## src/design/plist_pkg.sv

```systemverilog
// Package for the positional list engine: sizes, operation and status codes,
// and the control struct passed from the decoder to the cell array.
// Depends on nothing; every other design file imports it.
`default_nettype none

package plist_pkg;

  // List capacity. Field widths are fixed, so the capacity is fixed as well.
  localparam int Depth  = 16;
  localparam int IdxW   = $clog2(Depth);
  localparam int FillW  = $clog2(Depth + 1);
  localparam int OpW    = 3;
  localparam int PosW   = 5;
  localparam int DataW  = 32;
  localparam int StatW  = 2;

  typedef enum logic [OpW-1:0] {
    OpInsHead = 3'd0,
    OpInsPos  = 3'd1,
    OpInsTail = 3'd2,
    OpRemHead = 3'd3,
    OpRemPos  = 3'd4,
    OpRemTail = 3'd5
  } op_e;

  typedef enum logic [StatW-1:0] {
    StOk     = 2'd0,
    StEmpty  = 2'd1,
    StFull   = 2'd2,
    StBadPos = 2'd3
  } status_e;

  // Decision for one item: open a gap or close one at idx, and its status.
  typedef struct packed {
    logic            ins;
    logic            rem;
    logic [IdxW-1:0] idx;
    status_e         status;
  } plist_ctl_t;

endpackage

`default_nettype wire

```

## src/design/plist_cells.sv

```systemverilog
// Cell array of the positional list engine: cells past the decoded index (on
// a remove, from it on) shift one place toward the tail or the head in parallel. Depends on plist_pkg.
`default_nettype none

module plist_cells
  import plist_pkg::*;
(
  input  wire logic                    clk_i,
  input  wire logic                    en_i,
  input  wire plist_ctl_t              ctl_i,
  input  wire logic signed [DataW-1:0] value_i,
  output logic signed [DataW-1:0]      rd_data_o
);

  logic [DataW-1:0] cells_q [Depth];
  logic [DataW-1:0] cells_d [Depth];

  // The cell at the decoded index, read before the shift.
  assign rd_data_o = cells_q[ctl_i.idx];

  for (genvar g = 0; g < Depth; g++) begin : g_cell
    always_comb begin
      cells_d[g] = cells_q[g];
      if (ctl_i.ins) begin
        if (ctl_i.idx == IdxW'(g)) begin
          cells_d[g] = value_i;
        end else if (ctl_i.idx < IdxW'(g)) begin
          cells_d[g] = cells_q[(g > 0) ? g - 1 : 0];
        end
      end else if (ctl_i.rem) begin
        if (ctl_i.idx <= IdxW'(g)) begin
          cells_d[g] = cells_q[(g < Depth - 1) ? g + 1 : g];
        end
      end
    end

    always_ff @(posedge clk_i) begin
      if (en_i) begin
        cells_q[g] <= cells_d[g];
      end
    end
  end

endmodule

`default_nettype wire

```

## config.mk

```make
export PLATFORM = sky130hd
export DESIGN_NAME = plist_cells
export DESIGN_NICKNAME = d
export VERILOG_FILES = /design/src/design/plist_pkg.sv /design/src/design/plist_cells.sv
export SDC_FILE = /design/constraint.sdc
export NUM_CORES = 1
export LEC_CHECK = 0
export BUFFER_PORTS_ARGS = -buffer_cell sky130_fd_sc_hd__buf_2
export CAP_MARGIN = 10
export CORE_MARGIN = 2
export CORE_UTILIZATION = 30
export CTS_CLUSTER_DIAMETER = 150
export DETAILED_ROUTE_END_ITERATION = 12
export HOLD_SLACK_MARGIN = 0.1
export PLACE_DENSITY = 0.48
export RECOVER_POWER = 25
export SLEW_MARGIN = 10
export SYNTH_ARGS = -nofsm -noshare
export SYNTH_HDL_FRONTEND = slang
export SYNTH_SLANG_ARGS = --single-unit
export TNS_END_PERCENT = 50
```

## constraint.sdc

```tcl
create_clock -name clk_i -period 23.7 [get_ports clk_i]
set_input_delay 5.925 -clock clk_i [delete_from_list [all_inputs] [get_ports clk_i]]
set_output_delay 5.925 -clock clk_i [all_outputs]
set_load 0.01 [all_outputs]
```

==> summary.md <==
| Metric | Value |
|---|---|
| Yosys warning count | 0 |
| Clock skew | ~0.019 ns |
| Async SR Flop Fraction | 0 |
| Vias per Instance | 5.328 |
| Crit path launch type | input pin |
| Critical Path RT | 24.16 ns |
| Share of post-route cells with drive strength above 1 | 0.1574 |
| Failing checks | capacitance limit, slew limit |
| Fillers | roughly 9700 |
| Outcome | complete, but fails checks |
| CP endpoint kind | flop |
| # nets final | ~2400 |
| Wire length per cell | ~24 µm |
| DR vias | slightly below 20000 |
| Pin count of the biggest net entering global routing | roughly 180 |
| Critical path class | input pin to flop |
| Reg2Reg Depth | 2 |
| Final ANT Viol Nets | 0 |
| Vias in the first global route | ~20000 |
| Area of the mapped netlist | roughly 30000 µm² |
| Crit path time final | 16.02 ns |
| RR Endpoint | cells_q[6][24] |
| Wire length on met1 | 39.41 mm |
| Final setup vio count | 0 |
| WHS Endpoint | cells_q[15][4] |
| Global route total overflow | 0 |
| PortBufs | between 70 and 80 |
| Max cap viols | 14 |
| Fin cells | ~3700 |
| Rel. slew slack | -3.629 |
| Io pins | between 70 and 80 |
| Clk_lat worst skew | around 0.63 ns |
| Cells after DPL | 3592 |
| HP Class | flop to flop |
| FF+latch count, synth | 512 |
| Worst-Margin Slew | a little under 7 ns |
| CTS H-tree lvls | 2 |
| Mean Syn Cell Area | roughly 12 µm² |
| DR top layer | met5 |
| Cell mode on critical path | clkbuf_1 |
| WP buf/inv | 2 |
| Family with the most delay on the worst path | buffers and inverters |
| Area delta synth->final | 10.54% |
| Crit path DAT | 16.49 ns |
| Die ar. | around 100000 µm² |
| Post-cts resize count | 0 |
| FMAX | between 60 and 70 MHz |
| Setup_tns | 0 ns |
| Detailed router's first-iteration violation count | between 1500 and 2000 |
| Worst path max stage delay | 4.77 ns |
| Unrepaired setup endpoints after global routing | no |
| Largest register FFs | 512 |
| CTS tree | done |
| CTS Buffer Depth | 3 |
| Primary FF master, synth | edfxtp_1 |
| Dpl hpwl | 51.21 mm |
| CTS clock-pin slew for the worst setup and hold paths | 0.06 ns |
| Num CTS Buffers | slightly above 60 |
| R2R Setup Slk | ~23 ns |
| Final Wtd Congestion | 0.7515 |
| PD cells | just under 70 nW/µm² |
| Met3 wire length | ~4.5 mm |
| Mapped Cells | around 2400 |
| CTS Sinks | between 500 and 600 |
| Initial core utilization | 0.3018 |
| Chip width | 318.2 µm |
| Syn Nets | roughly 2500 |
| DIE HEIGHT | roughly 320 µm |
| Worst IR Drop VDD | about 0.000062 V |
| Post-synth cell types | 31 |
| DRC viols | 0 |
| Hold path start | cells_q[14][4] |
| Hold-fix buffers, CTS | 0 |
| Final hold vios | 0 |
| Final period util | 0.6761 |
| Drt first pass iters | 5 |
| LEAKAGE | between 10 and 15 nW |
| CTS root buffer | clkbuf_16 |
| CP Depth | 3 |
| Global-route wire length before repair | 130.8 mm |
| Total global-route track usage | 0.1699 |
| Hold Crit Depth | 1 |
| Top reg by flops | cells_q |
| Crit path max-delay cell type | clkbuf_1 |
| Post-synthesis sequential area ratio | 0.5191 |
| Pins Over Slew Limit | about 940 |
| Post-CTS setup buffers | 0 |
| Core ar. | roughly 100000 µm² |
| Number of flops mapped to enable cells by yosys | 512 |
| FF-to-FF Start | cells_q[5][24] |
| Worst-path fanout max | 174 |
| Routed WL | around 88 mm |
| Met2 wire len | approximately 42 mm |
| Cell row count | between 100 and 150 |
| Initial antenna violation count | 5 |
| CP cell instances | clkbuf_1 -> clkbuf_1 -> mux2_2 |
| Largest registers | cells_q (512) |
kinds of logic after synthesis:
family | count (synthesis) | synth area share
muxes | 640 | 0.2731
and+or+nand+nor | 509 | 0.07109
buffers and inverters | 243 | 0.04296
AOI/OAI and AO/OA | 522 | 0.09382
DFF | 512 | 0.5191
through the flow:
| stage | util | setup WS [ns] | hold WS, ns | total power [W] | cell area [µm²] |
|---|---|---|---|---|---|
| floorplan | - | 10.59 | 0.5550 | 0.001277 | 29620 |
| global placement | 0.3157 | 8.179 | 0.5699 | 0.001361 | 30980 |
| detailed placement | 0.3157 | 8.180 | 0.5726 | 0.001369 | 30980 |
| CTS | 0.3351 | 8.177 | 0.5856 | 0.002291 | 32880 |
| global route | 0.3336 | 6.594 | 0.6085 | 0.002356 | 32740 |
| finish | 0.3336 | 7.676 | 0.5822 | 0.002268 | 32740 |
Yosys cell counts (2+ instances only):
master | n | share of area
edfxtp_1 | 512 | 0.52
a21oi_1 | 452 | 0.076
nor2_1 | 452 | 0.057
mux2i_1 | 448 | 0.15
clkbuf_1 | 140 | 0.018
mux4_2 | 128 | 0.097
a22oi_1 | 64 | 0.016
buf_2 | 39 | 0.0066
mux2_2 | 34 | 0.013
nand2_1 | 32 | 0.0041
mux2_1 | 30 | 0.011
buf_4 | 29 | 0.0074
buf_6 | 27 | 0.010
buf_1 | 6 | 0.00076
and4bb_1 | 5 | 0.0021
nand4b_2 | 4 | 0.0020
a31oi_1 | 3 | 0.00063
nor2b_1 | 3 | 0.00063
nor4b_4 | 3 | 0.0024
and2_1 | 2 | 0.00042
nor3_1 | 2 | 0.00034
or2_1 | 2 | 0.00042
power breakdown:
| group | internal (W) | total [W] | switching [W] |
|---|---|---|---|
| sequential | 0.00105 | 0.00108 | 0.0000267 |
| clock | 0.000522 | 0.000916 | 0.000394 |
| combinational | 0.000106 | 0.000272 | 0.000166 |
| total | 0.00168 | 0.00227 | 0.000587 |
metal layers:
metal	GRT usage	vias up
li1	-	9147
met1	0.2292	9974
met2	0.2823	507
met3	0.02836	128
met4	0.04518	2
met5	0	-
layout make-up:
cell class                 count  area (µm²)  share of cell area
antenna                        1       2.502          0.00007643
clock buffer                  69        1556             0.04754
clock inverter                46       346.6             0.01059
inverter                       2       7.507           0.0002293
multi-input combinational   1671       13150              0.4018
sequential                   512       15370              0.4696
tap                         1287        1610             0.04918
timing repair buffer         120       688.2             0.02102
placed cells by master, fill, tap and decap left out, types with 3 or more instances in the layout:
master / Yosys / layout
a21oi_4: 0 / 3
mux2_2: 34 / 33
nor4b_4: 3 / 4
nor2_1: 452 / 450
mux4_2: 128 / 128
edfxtp_1: 512 / 512
mux2_1: 30 / 31
clkbuf_16: 0 / 61
a22oi_1: 64 / 64
and4bb_4: 0 / 5
buf_2: 39 / 68
nand4b_4: 0 / 4
clkbuf_1: 140 / 23
nand2_1: 32 / 32
clkinv_2: 0 / 15
mux2i_1: 448 / 448
clkinv_1: 0 / 21
a21oi_1: 452 / 449
bufinv_16: 0 / 5
buf_4: 29 / 35
worst reg2reg max path, delay by kind of cell, from the launching register on:
kind	cells	cell delay, ns
muxes	1	0.17
AOI/OAI and AO/OA	1	0.09
DFF	1	0.42
how the worst max path moves through the flow:
stage | from | end | slack, ns
5_1_grt | ctl_i[7] | cells_q[11][8] | 6.59
3_3_place_gp | ctl_i[2] | rd_data_o[10] | 8.18
3_5_place_dp | ctl_i[2] | rd_data_o[12] | 8.18
4_1_cts | ctl_i[2] | rd_data_o[12] | 8.18
6_report | ctl_i[7] | cells_q[0][10] | 7.68
2_1_floorplan | ctl_i[2] | rd_data_o[14] | 10.59
(Power assumes the default switching activity.)
