<file path="src/design/plist_pkg.sv">
// Package for the positional list engine: sizes, operation and status codes,
// and the control struct passed from the decoder to the cell array.
// Depends on nothing; every other design file imports it.
`default_nettype none

package plist_pkg;

  // List capacity. Field widths are fixed, so the capacity is fixed as well.
  localparam int Depth  = 16;
  localparam int IdxW   = $clog2(Depth);
  localparam int FillW  = $clog2(Depth + 1);
  localparam int OpW    = 3;
  localparam int PosW   = 5;
  localparam int DataW  = 32;
  localparam int StatW  = 2;

  typedef enum logic [OpW-1:0] {
    OpInsHead = 3'd0,
    OpInsPos  = 3'd1,
    OpInsTail = 3'd2,
    OpRemHead = 3'd3,
    OpRemPos  = 3'd4,
    OpRemTail = 3'd5
  } op_e;

  typedef enum logic [StatW-1:0] {
    StOk     = 2'd0,
    StEmpty  = 2'd1,
    StFull   = 2'd2,
    StBadPos = 2'd3
  } status_e;

  // Decision for one item: open a gap or close one at idx, and its status.
  typedef struct packed {
    logic            ins;
    logic            rem;
    logic [IdxW-1:0] idx;
    status_e         status;
  } plist_ctl_t;

endpackage

`default_nettype wire

</file>
<file path="src/design/plist_ctrl.sv">
// Fill counter and operation decoder of the positional list engine.
// Depends on plist_pkg.
`default_nettype none

module plist_ctrl
  import plist_pkg::*;
(
  input  wire logic             clk_i,
  input  wire logic             rst_ni,
  input  wire logic             en_i,
  input  wire logic [OpW-1:0]   opcode_i,
  input  wire logic [PosW-1:0]  position_i,
  output plist_ctl_t            ctl_o,
  output logic [FillW-1:0]      count_o
);

  logic [FillW-1:0] fill_q, fill_d;
  logic             full, empty;
  logic [PosW:0]    pos_x;
  logic [PosW:0]    fill_x;
  logic [IdxW-1:0]  pos_idx;

  assign full    = (fill_q == FillW'(Depth));
  assign empty   = (fill_q == '0);
  assign pos_x   = {1'b0, position_i};
  assign fill_x  = (PosW + 1)'(fill_q);
  assign pos_idx = IdxW'(position_i - PosW'(1));

  always_comb begin
    ctl_o = '{ins: 1'b0, rem: 1'b0, idx: '0, status: StOk};
    unique case (op_e'(opcode_i))
      OpInsHead, OpInsPos, OpInsTail: begin
        if (full) begin
          ctl_o.status = StFull;
        end else if (op_e'(opcode_i) == OpInsHead) begin
          ctl_o.ins = 1'b1;
        end else if (op_e'(opcode_i) == OpInsTail || empty) begin
          ctl_o.ins = 1'b1;
          ctl_o.idx = IdxW'(fill_q);
        end else if (position_i != '0 && pos_x <= fill_x + (PosW + 1)'(1)) begin
          ctl_o.ins = 1'b1;
          ctl_o.idx = pos_idx;
        end else begin
          ctl_o.status = StBadPos;
        end
      end
      OpRemHead, OpRemPos, OpRemTail: begin
        if (empty) begin
          ctl_o.status = StEmpty;
        end else if (op_e'(opcode_i) == OpRemHead) begin
          ctl_o.rem = 1'b1;
        end else if (op_e'(opcode_i) == OpRemTail) begin
          ctl_o.rem = 1'b1;
          ctl_o.idx = IdxW'(fill_q - FillW'(1));
        end else if (position_i != '0 && pos_x <= fill_x) begin
          ctl_o.rem = 1'b1;
          ctl_o.idx = pos_idx;
        end else begin
          ctl_o.status = StBadPos;
        end
      end
      default: begin
        // Codes six and seven leave the list untouched.
      end
    endcase
  end

  always_comb begin
    fill_d = fill_q;
    if (ctl_o.ins) begin
      fill_d = fill_q + FillW'(1);
    end else if (ctl_o.rem) begin
      fill_d = fill_q - FillW'(1);
    end
  end

  assign count_o = fill_d;

  always_ff @(posedge clk_i or negedge rst_ni) begin
    if (!rst_ni) begin
      fill_q <= '0;
    end else if (en_i) begin
      fill_q <= fill_d;
    end
  end

endmodule

`default_nettype wire

</file>
<file path="config.mk">
export PLATFORM = sky130hd
export DESIGN_NAME = plist_ctrl
export DESIGN_NICKNAME = d
export VERILOG_FILES = /design/src/design/plist_pkg.sv /design/src/design/plist_ctrl.sv
export SDC_FILE = /design/constraint.sdc
export NUM_CORES = 1
export LEC_CHECK = 0
export BUFFER_PORTS_ARGS = -buffer_cell sky130_fd_sc_hd__buf_2
export CAP_MARGIN = 20
export CORE_MARGIN = 1
export CORE_UTILIZATION = 25
export CTS_CLUSTER_DIAMETER = 50
export DETAILED_ROUTE_END_ITERATION = 12
export PLACE_DENSITY = 0.5
export SYNTH_ARGS = -nofsm -noshare
export SYNTH_HDL_FRONTEND = slang
export SYNTH_SLANG_ARGS = --single-unit
export TNS_END_PERCENT = 10
</file>
<file path="constraint.sdc">
create_clock -name clk_i -period 6.8 [get_ports clk_i]
set_input_delay 0 -clock clk_i [delete_from_list [all_inputs] [get_ports clk_i]]
set_output_delay 0 -clock clk_i [all_outputs]
set_load 0.02 [all_outputs]
</file>
==> metrics.csv <==
stage,metric,value,unit
logic_synthesis,Ys Warns,0,
timing,fin. max-slew vios,0,
global_route,antenna violations before repair,0,
global_route,first-pass GRT wire length,4.81,mm
timing,fmax,0.312,GHz
global_route,pin count of the biggest net entering global routing,18,
critical_path,crit-path cells,ha_1 > nand3_1 > xnor2_1 > inv_1 > ha_1 > nand3_1 > o21bai_1 > a21oi_1 > a31oi_4 > mux2_2 > o221ai_1 > buf_2,
timing,final hold violations,0,
logic_synthesis,synth top area cells,"ha_1 (16%), dfrtp_1 (11%), xnor2_1 (7.0%)",
timing,Clock Skew,0.000558,ns
detailed_routing,Pre-Repair DR Iteration Count,4,
critical_path,critical path's slowest cell,dfrtp_1,
floorplanning,core area,4320,sq um
finish,biggest regs,fill_q x5,
floorplanning,Initial Utilization,26.0,%
finish,Largest Register,fill_q,
critical_path,crit-path leading delay family,compound AO/OA/AOI/OAI gates,
critical_path,Worst path depth,12,
global_route,GRT Resource Usage Total,12.0,%
critical_path,CP peak stage delay,0.53,ns
critical_path,Reg2Reg Depth,11,
clock_network,hold_buf cts,1,
logic_synthesis,cells after synthesis,144,
timing,Final Setup Violations,0,
logic_synthesis,Mapped Nets,169,
clock_network,Num CTS Buffers,3,
placed_design,Placer Congestion,0.835,
detailed_routing,Routed Antenna Nets,0,
detailed_routing,final wirelength,2.91,mm
timing,unrepaired setup endpoints after global routing,no,
logic_synthesis,sequential area share after synthesis,11.1,%
clock_network,CTS resizes,0,
logic_synthesis,Post-synth top flop,dfrtp_1,
placed_design,Port Buffers,23,
critical_path,Worst EP arrival,3.21,ns
clock_network,"Clk Latency, worst-skew pair",0.22,ns
placed_design,DP Area,1240,sq um
floorplanning,Rows,24,
critical_path,worst-path fanout max,17,
finish,Total Nets Final,190,
timing,slew margin rel.,53.3,%
power,Power Density,432,nW/um^2
clock_network,H-tree Lvls,1,
floorplanning,DIE HEIGHT,69.0,um
timing,worst-margin pin slew,0.695,ns
clock_network,CTS sink cnt,5,
finish,most frequent cells in the layout,"buf_2 (23), ha_1 (14), inv_1 (12), o21ai_0 (12), nand2_1 (11)",
critical_path,Startpoint Class,flip-flop,
global_route,vias in the first global route,999,
floorplanning,IO Count,24,
job,max cap viols,0,
logic_synthesis,Syn Area/Cell,7.80,sq um
placed_design,Place WS,3.82,ns
clock_network,postcts setup bufs,0,
finish,final non-filler cell area,1300,sq um
timing,Tmin final,3.21,ns
timing,setup TNS,0,ns
clock_network,CTS Buffer Depth,2,
power,peak supply drop,0.189,mV
critical_path,crit end category,output port,
clock_network,CTS tree,done,
global_route,GRT Residual Overflow,0,
finish,# diodes,0,
detailed_routing,DRC Markers,0,
logic_synthesis,Yosys top cell by area,ha_1,
detailed_routing,via-per-instance ratio,5.05,
placed_design,post-DP HPWL,2.34,mm
critical_path,Crit Path Class,flip-flop to output port,
finish,P&R area growth vs syn,15.4,%
logic_synthesis,Yosys cell types,47,
finish,"commonest non-fill, non-tap cell in the layout",buf_2,
critical_path,"Req. time, crit path",6.80,ns
floorplanning,DIE WIDTH,69.0,um
logic_synthesis,"EDFF count, synth",0,
logic_synthesis,Post-Syn Area,1120,sq um
detailed_routing,via count,1091,
floorplanning,Die ar.,4770,sq um
logic_synthesis,Synth top area share,15.6,%
logic_synthesis,#FFs+latches synth,5,
timing,ratio of final minimum period to clock period,47.2,%
clock_network,clock slew at reported path FFs,0.03,ns
finish,max reg flops,5,
clock_network,Clock Root Buffer,clkbuf_8,
critical_path,Buf/Inv on CP,2,
min_path,worst hold path type,input port to async pin,
logic_synthesis,Post-synth ARST share,100,%
detailed_routing,routed len/inst,13.5,um
detailed_routing,initial DRC count,47,
finish,layout cells sized above 1,23.2,%
timing,Hold WS,0.117,ns
power,Pleak,0.613,nW
outcome,outcome,"complete, no violations",
timing,Setup WS post-layout,3.59,ns
-- worst register-to-register path, stage by stage, from the launching register on --
cell	delay (ns)
dfrtp_1	0.53
ha_1	0.28
nand3_1	0.11
xnor2_1	0.25
inv_1	0.08
ha_1	0.30
nand3_1	0.09
o21bai_1	0.16
a21oi_1	0.27
a31oi_4	0.25
a32o_1	0.29
a22oi_2	0.18
-- cell usage after synthesis, types with 2 or more instances --
master	count
inv_1	12
o21ai_2	2
xnor2_1	9
and2_1	2
nand3_1	3
buf_2	2
a31oi_1	2
xor2_1	2
o21a_1	2
o22ai_1	4
clkbuf_1	2
nor3_1	3
a211oi_1	3
dfrtp_1	5
nor2_1	8
and3_1	2
ha_1	14
nand2_1	11
a21oi_1	6
mux2i_1	2
a221o_1	2
buf_6	4
a21o_1	2
nor2b_1	3
a22oi_1	4
o21ai_0	12
-- report_power, final --
group | total (W) | internal (W) | switching (W)
registers | 0.0000854 | 0.0000443 | 0.0000411
clock network | 0.0000535 | 0.0000401 | 0.0000134
logic | 0.000421 | 0.000169 | 0.000252
total | 0.000560 | 0.000254 | 0.000306
-- final timing paths --
check	startpoint	end	slack [ns]
max in group asynchronous	rst_ni	fill_q[0]	6.56
worst max register to register	fill_q[0]	fill_q[3]	3.94
worst min register to register	fill_q[0]	fill_q[0]	0.69
worst min-delay path	rst_ni	fill_q[1]	0.12
min in group clk_i	en_i	fill_q[3]	0.15
worst max-delay path	fill_q[0]	count_o[1]	3.59
-- area by class of cell --
cell class / instances / area (sq um)
Clock buffer: 4 / 45.0
Fill cell: 490 / 3030
Inverter: 13 / 48.8
Multi-Input combinational cell: 118 / 887
Sequential cell: 5 / 125
Tap cell: 52 / 65.1
Timing Repair Buffer: 24 / 125
-- stage by stage --
step / power, W / cells / util (%)
6_report: 0.000560 / 216 / 30.0
5_1_grt: 0.000618 / 216 / 30.0
4_1_cts: 0.000562 / 216 / 30.0
3_5_place_dp: 0.000504 / 211 / 28.7
3_3_place_gp: 0.000511 / 211 / 28.7
2_1_floorplan: 0.000409 / 144 / -
-- kinds of logic (layout without fill, tap and decap cells) --
logic type	after synthesis	after routing	share of synthesized area, %
multiplexers	3	3	2.78
AND/OR/NAND/NOR	40	40	19.2
AO/OA/AOI/OAI	50	50	32.9
adder cells (fa/ha/maj)	14	14	15.6
XOR/XNOR	11	11	8.58
flip-flops	5	5	11.1
buffers and inverters	21	41	9.91
-- layer usage --
| layer | vias up | share of wire [%] | GRT usage, % |
|---|---|---|---|
| li1 | 568 | - | - |
| met1 | 477 | 53 | 18.9 |
| met2 | 42 | 39 | 16.4 |
| met3 | 4 | 6.3 | 2.05 |
| met4 | 0 | 1.4 | 3.17 |
| met5 | - | 0 | 0 |
Power figures use the tool's default switching activity.
